[config.mk]
export PLATFORM = sky130hd
export DESIGN_NAME = masked_event_queue
export DESIGN_NICKNAME = d
export VERILOG_FILES = /design/src/rtl/evq_pkg.sv /design/src/rtl/evq_ram.sv /design/src/rtl/masked_event_queue.sv
export SDC_FILE = /design/constraint.sdc
export NUM_CORES = 2
export LEC_CHECK = 0
export BUFFER_PORTS_ARGS = -buffer_cell sky130_fd_sc_hd__buf_4
export CORE_MARGIN = 2
export CORE_UTILIZATION = 55
export DETAILED_ROUTE_END_ITERATION = 10
export MAX_ROUTING_LAYER = met4
export PLACE_DENSITY = 0.71
export SYNTH_ARGS = -nofsm -noshare
export SYNTH_HDL_FRONTEND = slang
export SYNTH_SLANG_ARGS = --single-unit
[constraint.sdc]
create_clock -name clk -period 31.1 [get_ports clk]
set_clock_uncertainty 0.05 [all_clocks]
set_input_delay 6.22 -clock clk [delete_from_list [all_inputs] [get_ports clk]]
set_output_delay 6.22 -clock clk [all_outputs]
set_load 0.02 [all_outputs]
[src/rtl/evq_pkg.sv]
// evq_pkg: shared types, constants and helpers of the masked event queue
// used by masked_event_queue and by the bench packages; depends on nothing
`default_nettype none

package evq_pkg;

	// queue geometry
	localparam int QUEUE_DEPTH = 32;
	localparam int PTR_W       = $clog2(QUEUE_DEPTH);
	localparam int CNT_W       = $clog2(QUEUE_DEPTH + 1);

	// operation codes
	localparam logic [1:0] OP_POST  = 2'd0;
	localparam logic [1:0] OP_GET   = 2'd1;
	localparam logic [1:0] OP_PEEK  = 2'd2;
	localparam logic [1:0] OP_FLUSH = 2'd3;

	// status codes
	localparam logic [1:0] ST_OK   = 2'd0;
	localparam logic [1:0] ST_NONE = 2'd1;
	localparam logic [1:0] ST_FULL = 2'd2;

	typedef logic [PTR_W-1:0] ptr_t;
	typedef logic [CNT_W-1:0] cnt_t;

	// one stored event record
	typedef struct packed {
		logic [4:0]         kind;
		logic [31:0]        payload;
		logic [31:0]        stamp;
		logic signed [15:0] pos_h;
		logic signed [15:0] pos_v;
		logic [15:0]        mods;
	} evq_rec_t;

	localparam int REC_W = $bits(evq_rec_t);

	// types 16 and up share mask bit 15 (sign-extended mask)
	function automatic logic type_selected(input logic [4:0] kind, input logic [15:0] mask);
		logic [3:0] bit_idx;
		bit_idx = kind[4] ? 4'd15 : kind[3:0];
		return mask[bit_idx];
	endfunction

	// physical slot of a logical offset from the head
	function automatic ptr_t slot_at(input ptr_t head, input cnt_t off);
		logic [CNT_W:0] sum;
		sum = {{(CNT_W + 1 - PTR_W){1'b0}}, head} + {1'b0, off};
		if (sum >= (CNT_W + 1)'(QUEUE_DEPTH)) begin
			sum = sum - (CNT_W + 1)'(QUEUE_DEPTH);
		end
		return sum[PTR_W-1:0];
	endfunction

	// pointer step forward with wrap
	function automatic ptr_t ptr_inc(input ptr_t p);
		return (p == PTR_W'(QUEUE_DEPTH - 1)) ? '0 : p + 1'b1;
	endfunction

	// pointer step back with wrap
	function automatic ptr_t ptr_dec(input ptr_t p);
		return (p == '0) ? PTR_W'(QUEUE_DEPTH - 1) : p - 1'b1;
	endfunction

endpackage

`default_nettype wire

[src/rtl/evq_ram.sv]
// evq_ram: generic simple dual-port ram, one write and one registered read port
// no dependencies
`default_nettype none

module evq_ram #(
	parameter int WIDTH = 8,
	parameter int DEPTH = 16
) (
	input  wire logic                     clk,
	input  wire logic                     we,
	input  wire logic [$clog2(DEPTH)-1:0] waddr,
	input  wire logic [WIDTH-1:0]         wdata,
	input  wire logic                     re,
	input  wire logic [$clog2(DEPTH)-1:0] raddr,
	output logic      [WIDTH-1:0]         rdata
);

	logic [WIDTH-1:0] mem [DEPTH];

	// write port
	always_ff @(posedge clk) begin
		if (we) begin
			mem[waddr] <= wdata;
		end
	end

	// registered read port
	always_ff @(posedge clk) begin
		if (re) begin
			rdata <= mem[raddr];
		end
	end

endmodule

`default_nettype wire

[src/rtl/masked_event_queue.sv]
// masked_event_queue: event record queue with masked get, peek and flush
// depends on evq_pkg and evq_ram
`default_nettype none

// Usage
//   Command channel: an operation is transferred at a rising edge where start
//   is high and busy is low; op and the record fields are sampled there.
//   Result channel: done is high for exactly one cycle with status, the
//   returned record and fill_level; the receiver cannot stall it.
//   One operation is in flight at a time; busy is high until done is shown,
//   and a new command may be transferred in the cycle done is high.
// Steps of each operation (from the transfer edge to done)
//   post: the record is written at the tail if there is room, and done is shown
//   get/peek: entries are read and then checked against the type mask, from the
//   head up to and including the match; with no match the scan runs off the end;
//   a get that removes from mid-queue then moves each later entry down one place
//   flush: entries are read and checked from the head; each one picked by the type
//   mask is removed, with later entries moved down on a mid-queue removal, until
//   the stop mask ends it or it runs off the end
// All records sit in one ram with a registered read, and every
// read and every moved entry goes through its single read port.
// Reset clears head, tail and count; the ram contents are not cleared.

module masked_event_queue
	import evq_pkg::*;
(
	input  wire logic               clk,
	input  wire logic               arst_n,
	input  wire logic               start,
	output logic                    busy,
	input  wire logic [1:0]         op,
	input  wire logic [15:0]        type_mask,
	input  wire logic [15:0]        stop_mask,
	input  wire logic [4:0]         event_kind,
	input  wire logic [31:0]        payload,
	input  wire logic [31:0]        tick_stamp,
	input  wire logic signed [15:0] pos_h,
	input  wire logic signed [15:0] pos_v,
	input  wire logic [15:0]        mod_keys,
	output logic                    done,
	output logic [1:0]              status,
	output logic [4:0]              out_kind,
	output logic [31:0]             out_payload,
	output logic [31:0]             out_stamp,
	output logic signed [15:0]      out_h,
	output logic signed [15:0]      out_v,
	output logic [15:0]             out_mods,
	output logic [CNT_W-1:0]        fill_level
);

	// sequencer states
	localparam logic [2:0] S_IDLE     = 3'd0;
	localparam logic [2:0] S_POST     = 3'd1;
	localparam logic [2:0] S_FIND_RD  = 3'd2;
	localparam logic [2:0] S_FIND_CHK = 3'd3;
	localparam logic [2:0] S_SHIFT_RD = 3'd4;
	localparam logic [2:0] S_SHIFT_WR = 3'd5;

	logic [2:0]  state_q;
	logic [1:0]  op_q;
	logic [15:0] tmask_q;
	logic [15:0] smask_q;
	evq_rec_t    rec_q;
	ptr_t        head_q;
	ptr_t        tail_q;
	cnt_t        count_q;
	cnt_t        off_q;
	cnt_t        k_q;
	logic        done_q;
	logic [1:0]  status_q;
	evq_rec_t    out_q;
	cnt_t        fill_q;

	logic            ram_we;
	ptr_t            ram_waddr;
	logic [REC_W-1:0] ram_wdata;
	logic            ram_re;
	ptr_t            ram_raddr;
	logic [REC_W-1:0] ram_rdata;
	evq_rec_t        rd_rec;
	cnt_t            k_next;
	logic            not_full;
	logic            hit_t;
	logic            hit_s;

	assign rd_rec   = evq_rec_t'(ram_rdata);
	assign k_next   = k_q + 1'b1;
	assign not_full = count_q < CNT_W'(QUEUE_DEPTH);
	assign hit_t    = type_selected(rd_rec.kind, tmask_q);
	assign hit_s    = type_selected(rd_rec.kind, smask_q);

	// record store
	evq_ram #(
		.WIDTH(REC_W),
		.DEPTH(QUEUE_DEPTH)
	) u_store (
		.clk  (clk),
		.we   (ram_we),
		.waddr(ram_waddr),
		.wdata(ram_wdata),
		.re   (ram_re),
		.raddr(ram_raddr),
		.rdata(ram_rdata)
	);

	// ram port control
	always_comb begin
		ram_we    = 1'b0;
		ram_waddr = tail_q;
		ram_wdata = REC_W'(rec_q);
		ram_re    = 1'b0;
		ram_raddr = slot_at(head_q, off_q);
		unique case (state_q)
			S_POST: begin
				ram_we = not_full;
			end
			S_FIND_RD: begin
				ram_re = off_q < count_q;
			end
			S_SHIFT_RD: begin
				ram_re    = k_next < count_q;
				ram_raddr = slot_at(head_q, k_next);
			end
			S_SHIFT_WR: begin
				ram_we    = 1'b1;
				ram_waddr = slot_at(head_q, k_q);
				ram_wdata = ram_rdata;
			end
			default: begin
			end
		endcase
	end

	// command latch
	always_ff @(posedge clk) begin
		if (start && !busy) begin
			op_q    <= op;
			tmask_q <= type_mask;
			smask_q <= stop_mask;
			rec_q   <= '{kind: event_kind, payload: payload, stamp: tick_stamp,
				pos_h: pos_h, pos_v: pos_v, mods: mod_keys};
		end
	end

	// sequencer and queue pointers
	always_ff @(posedge clk or negedge arst_n) begin
		if (!arst_n) begin
			state_q  <= S_IDLE;
			head_q   <= '0;
			tail_q   <= '0;
			count_q  <= '0;
			off_q    <= '0;
			k_q      <= '0;
			done_q   <= 1'b0;
			status_q <= ST_OK;
			fill_q   <= '0;
		end else begin
			done_q <= 1'b0;
			unique case (state_q)
				S_IDLE: begin
					if (start) begin
						off_q   <= '0;
						state_q <= (op == OP_POST) ? S_POST : S_FIND_RD;
					end
				end
				S_POST: begin
					done_q  <= 1'b1;
					state_q <= S_IDLE;
					if (not_full) begin
						tail_q   <= ptr_inc(tail_q);
						count_q  <= count_q + 1'b1;
						fill_q   <= count_q + 1'b1;
						status_q <= ST_OK;
					end else begin
						fill_q   <= count_q;
						status_q <= ST_FULL;
					end
				end
				S_FIND_RD: begin
					if (off_q < count_q) begin
						state_q <= S_FIND_CHK;
					end else begin
						// scan ran off the end
						done_q   <= 1'b1;
						fill_q   <= count_q;
						status_q <= (op_q == OP_FLUSH) ? ST_OK : ST_NONE;
						state_q  <= S_IDLE;
					end
				end
				S_FIND_CHK: begin
					if (op_q == OP_FLUSH) begin
						if (hit_s) begin
							done_q   <= 1'b1;
							fill_q   <= count_q;
							status_q <= ST_OK;
							state_q  <= S_IDLE;
						end else if (hit_t) begin
							if (off_q == '0) begin
								head_q  <= ptr_inc(head_q);
								count_q <= count_q - 1'b1;
								state_q <= S_FIND_RD;
							end else begin
								k_q     <= off_q;
								state_q <= S_SHIFT_RD;
							end
						end else begin
							off_q   <= off_q + 1'b1;
							state_q <= S_FIND_RD;
						end
					end else if (hit_t) begin
						status_q <= ST_OK;
						if (op_q == OP_PEEK) begin
							done_q  <= 1'b1;
							fill_q  <= count_q;
							state_q <= S_IDLE;
						end else if (off_q == '0) begin
							head_q  <= ptr_inc(head_q);
							count_q <= count_q - 1'b1;
							fill_q  <= count_q - 1'b1;
							done_q  <= 1'b1;
							state_q <= S_IDLE;
						end else begin
							k_q     <= off_q;
							state_q <= S_SHIFT_RD;
						end
					end else begin
						off_q   <= off_q + 1'b1;
						state_q <= S_FIND_RD;
					end
				end
				S_SHIFT_RD: begin
					if (k_next < count_q) begin
						state_q <= S_SHIFT_WR;
					end else begin
						// gap closed, drop the last slot
						tail_q  <= ptr_dec(tail_q);
						count_q <= count_q - 1'b1;
						if (op_q == OP_FLUSH) begin
							state_q <= S_FIND_RD;
						end else begin
							done_q   <= 1'b1;
							fill_q   <= count_q - 1'b1;
							status_q <= ST_OK;
							state_q  <= S_IDLE;
						end
					end
				end
				S_SHIFT_WR: begin
					k_q     <= k_next;
					state_q <= S_SHIFT_RD;
				end
				default: begin
					state_q <= S_IDLE;
				end
			endcase
		end
	end

	// returned record: captured on a get or peek match, zero otherwise
	always_ff @(posedge clk) begin
		if (state_q == S_FIND_CHK && op_q != OP_FLUSH && hit_t) begin
			out_q <= rd_rec;
		end else if (state_q == S_IDLE && start) begin
			out_q <= '0;
		end
	end

	// result ports
	assign busy        = state_q != S_IDLE;
	assign done        = done_q;
	assign status      = status_q;
	assign out_kind    = out_q.kind;
	assign out_payload = out_q.payload;
	assign out_stamp   = out_q.stamp;
	assign out_h       = out_q.pos_h;
	assign out_v       = out_q.pos_v;
	assign out_mods    = out_q.mods;
	assign fill_level  = fill_q;

endmodule

`default_nettype wire

## Word-level counts from Yosys, hierarchy flattened

Memory sizes are Yosys's and may differ from the RTL's. A register that Yosys moved wholly into a read port is not among the register bits.
Cells that the tools add are included.
Widths: inputs -> output; s select.

| storage, ports and cells | value |
|---|---|
| RAM bits | 3744 |
| bits in registers | 308 |
| memories kept | 1 |
| word-level logic and storage cells | 183 |

Memories:

| name | depth | bits a word | rd ports | clocked after Yosys merged registers in | wr ports | RTL line | RTL |
|---|---|---|---|---|---|---|---|
| u_store.mem | 32 | 117 | 1 | 1 | 1 | evq_ram.sv:18 | `logic [WIDTH-1:0] mem [DEPTH];` |

| cells by class | value |
|---|---|
| mux-type cells | 90 |
| reductions and logical operators | 25 |
| add/sub/neg operators | 13 |
| $lt $le $gt $ge | 7 |
| equality and inequality tests | 23 |

Operators by type and width:

| operator | number |
|---|---|
| $mux 117 | 3 |
| $mux 6 | 26 |
| $mux 5 | 16 |
| $mux 3 | 9 |
| $pmux 6 s2 | 2 |
| $pmux 6 s4 | 1 |
| $add 5x6->7 | 3 |
| $ge 7x6->1 const B | 3 |
| $mux 2 | 10 |
| $sub 5x1->5 const B | 4 |
| $add 6x1->6 const B | 3 |
| $pmux 6 s3 | 1 |
| $ne 3x3->1 const B | 5 |
| $pmux 3 s5 | 1 |
| $ne 2x2->1 const B | 7 |
| $mux 1 | 13 |
| $lt 6x6->1 | 2 |
| $reduce_and 6->1 | 2 |
| $reduce_bool 2->1 | 6 |
| $add 5x1->5 const B | 2 |
| $eq 5x5->1 const B | 2 |
| $pmux 5 s2 | 1 |
| $reduce_and 5->1 | 2 |
| $bmux 1 s4 | 2 |
| other kinds (23) | 32 |

## Logic depth before layout (Yosys ltp)

| logic depth | value |
|---|---|
| word-level depth | 7 |
| mapped depth | 18 |
| mapped depth without buffers | 12 |

## Cells and area by module

From an unflattened synthesis, not the netlist that was laid out.

| second synthesis, totals | value |
|---|---|
| cells, all modules | 8034 |
| area, all modules | 159485.5 um2 |

By module, submodules not included:

| module | area each (um2) | times used | seq. area each (um2) | cells an instance |
|---|---|---|---|---|
| evq_ram | 145534.6 | 1 | 115941.2 | 6795 |
| masked_event_queue | 13950.9 | 1 | 9048.7 | 1239 |

## Worst setup path before layout

No wires, ideal clock.

| timing | value |
|---|---|
| path kind | in2reg |
| start point | input port start |
| end point | register out_q (netlist bit out_h[0]) (enable) |
| path buffers | 0 |
| data required time | 29364 ps |
| stages on the path | 2 |
| slack | 19536 ps |
| arrival | 9828 ps |
| path through | nand2_1 -> o21ai_0 |

| between the ends | value |
|---|---|
| word-level cells in the longest chain between the ends | 2 |

RTL lines:

| element | RTL line | RTL |
|---|---|---|
| from (decl) | masked_event_queue.sv:29 | `input wire logic start,` |
| $logic_and 1x1->1 | masked_event_queue.sv:263 | `end else if (state_q == S_IDLE && start) begin` |
| $reduce_bool 2->1 (no source line) | n/a |  |
| to (signal assigned) | masked_event_queue.sv:262 | `out_q <= rd_rec;` |
| to (decl) | masked_event_queue.sv:71 | `evq_rec_t out_q;` |

No other way between the ends.
A chain may end at the register's enable or synchronous reset.

## Worst setup path after layout

| timing | value |
|---|---|
| start point | register state_q[1] |
| end point | output port busy |

| between the ends | value |
|---|---|
| word-level cells in the longest chain between the ends | 1 |

RTL lines:

| element | RTL line | RTL |
|---|---|---|
| from (decl) | masked_event_queue.sv:59 | `logic [2:0] state_q;` |
| from (signal assigned) | masked_event_queue.sv:163 | `state_q <= (op == OP_POST) ? S_POST : S_FIND_RD;` |
| $reduce_bool 3->1 | masked_event_queue.sv:269 | `assign busy = state_q != S_IDLE;` |
| to (decl) | masked_event_queue.sv:30 | `output logic busy,` |

No other way between the ends.

==> out/results.ini <==
[finish]
fillCellCount = 18800
final_net_count = 7388
syn_to_final_growth_pct = 12.9
layout-drive-gt1-share_pct = 31.7
stdcell_count = 11300
stdcell_area_mm2 = 0.180
final_util_pct = 62.4

[clocking]
post_cts_resize_count = 0
insertion_delay_ns = 0.98
h-tree-depth = 5
postCtsHoldBufs = 0
clkSinkCount = 4169
clkSlewWorstSetupHoldPaths_ns = 0.06
clockBufferDepth = 4
cts_setup_buffers = 0
cts_buffers = 412
cts_tree = built
cts_root_buf = clkbuf_16

[critical_path]
path_max_fanout = 22
worstPathCellList = nor3_1, inv_1, buf_4
reg2reg_from = state_q[2]
cp-start-kind = flip-flop
cp.arrival_ns = 2.28
critPathLaunch = state_q[1]
crit_buf_inv = 2
ff2ff_setup_slack_ns = 22.76
endpoint_kind = primary output
worst_path_max_delay_cell = dfrtp_1
max_stage_delay_ns = 0.64
path_class = reg2out
path_delay_family = flip-flops
worstPathRequired_ns = 24.83

[power]
ir_worst_vdd_v = 0.000164
power.density_mw_per_mm2 = 98.5
power.leakage_nw = 57.3
power.total_mw = 17.7

[logic_synthesis]
synth-main-ff-cell = edfxtp_1
netlist_area_mm2 = 0.159
synthCells = 6691
yosys_warnings = 0
synth_seq_cells = 4169
synthArstFlopShare_pct = 0.959
synth_edf_count = 4129
yosysSeqAreaShare_pct = 78.5
syn_avg_cell_area_um2 = 23.8
yosysUniqueCellTypes = 82
syn_nets = 6875

[timing]
final-setup-viol-count = 0
slew_violations = 0
fmax_mhz = 117
worstMarginPinSlew_ns = 1.35
layout_setup_ws_ns = 22.55
period_needed_ns = 8.55
fin_hold_ws_ns = 0.456
layout_worst_path_cycle_share_pct = 27.5
finalHoldViolations = 0
max_slew_margin_pct = 10.0
setup_tns_ns = 0
rsz0062_at_grt = no

[placed_design]
dp_hpwl_um = 185000
dp_slack_ns = 22.32
place_congestion = 0.797
dpl.cell_count = 10600
place_area_mm2 = 0.166
io_buffer_count = 280

[worst_hold_path]
hp-class = reg2reg
worstHoldStart = fill_level[3]

[die]
coreArea_mm2 = 0.288
die_h_um = 542
start_util_pct = 55.3
fp-row-count = 197
die_w_um = 542
ios = 281
die-area_mm2 = 0.294

[status]
outcome = completed

[job]
drv_cap = 0

[global_route]
grt_pass1_vias = 75400
globalRouteMet3Util_pct = 3.70
grtUsageMet1_pct = 39.1
antenna_found_initial = 7
grt_max_degree = 157
grt_pass1_wl_um = 563000
grt_overflow = 0
use_met2_pct = 44.3
grt.busiest_layer = met2
grt_usage_pct = 27.9

[drt]
ant_nets = 0
dr.pass1.iters = 11
drt_iter0_drc = 11400
routedWlPerCell_um = 35.1
detailroute.via_count = 75500
drc_errors = 0
via_per_inst = 6.66
drt-total-wl_um = 397000

routing by layer:
layer	vias to the layer above	share of wire, %
met5	-	0
met4	0	2.7
met3	670	9.8
met2	4767	50
met1	40600	38
li1	29400	-
cell usage in the layout, fill, tap and decap left out, drive strengths merged, types with 31 or more instances in the layout:
| cell | count |
|---|---|
| edfxtp | 4129 |
| mux4 | 1171 |
| clkbuf | 488 |
| buf | 434 |
| nand2 | 384 |
| clkinv | 197 |
| mux2 | 134 |
| and2 | 119 |
| nor2 | 72 |
| bufinv | 46 |
| dfrtp | 40 |
| inv | 40 |
| a21oi | 31 |
state kept, by name (all words and copies together) (netlist names), 3 cells and up:
name,flops
k_q,6
count_q,6
out_payload,32
smask_q,16
u_store.rdata,117
out_h,16
rec_q,117
out_kind,5
head_q,5
fill_level,6
tail_q,5
off_q,6
out_mods,16
out_stamp,32
state_q,3
out_v,16
tmask_q,16
u_store.mem,3744
cells by family (layout without fill, tap and decap cells):
family                     count (synthesis)  count (layout)  synth area share [%]
DFF                                     4169            4169                  78.5
muxes                                   1321            1321                  17.6
buffers and inverters                    364            1220                  1.03
other                                      0               2                     0
and+or+nand+nor                          658             658                  1.87
adders and majority gates                 30              30                 0.245
xor gates and xnor gates                  20              20                 0.119
AOI/OAI and AO/OA                        129             129                 0.572
final cells by class:
type | instances | area [µm²] | area share, %
Sequential cell | 4169 | 125000 | 69.6
Multi-Input combinational cell | 2158 | 32800 | 18.3
Clock buffer | 488 | 10600 | 5.92
Tap cell | 3781 | 4730 | 2.63
Timing Repair Buffer | 434 | 3480 | 1.94
Clock inverter | 269 | 2890 | 1.61
Inverter | 29 | 116 | 0.0648
Antenna cell | 2 | 5.00 | 0.00279
synthesized netlist by cell type (6+ instances only):
library cell,count,area share [%]
a21o_1,10,0.047
buf_4,7,0.033
dfrtp_1,40,0.63
nand2_1,384,0.91
nand2b_1,10,0.039
a31oi_1,6,0.024
and3_1,6,0.024
nor3_1,17,0.053
and2_1,119,0.47
a21oi_1,30,0.094
mux2_2,129,0.91
xnor2_1,15,0.083
mux2i_1,16,0.10
inv_1,28,0.066
o22ai_1,6,0.024
buf_2,135,0.42
mux4_2,1171,17
o21ai_0,25,0.079
nor2_1,71,0.17
nand3_1,16,0.050
edfxtp_1,4129,78
or3_1,8,0.031
ha_1,28,0.22
clkbuf_1,176,0.42
buf_6,9,0.064
final timing paths:
check,endpoint,cells past startpoint
min in group asynchronous,status[1],1
setup / recovery,busy,3
hold / removal,fill_level[3],1
max in group asynchronous,head_q[2],1
hold reg to reg,fill_level[3],1
setup reg to reg,u_store.rdata[48],12
worst reg2reg max path: stages, from the launching register on:
cell	delay, ns
dfrtp_1	0.74
or3b_2	0.71
nand2_1	0.14
o21ai_0	0.15
ha_4	0.69
buf_12	0.63
buf_12	0.93
buf_4	0.96
buf_4	0.85
buf_4	0.81
mux4_2	0.67
mux4_2	0.47
mux2_2	0.27
power breakdown:
| part | switching, mW | internal, mW |
|---|---|---|
| combinational | 2.80 | 2.78 |
| sequential | 0.197 | 6.94 |
| clock | 2.13 | 2.84 |
(Power assumes the default switching activity.)
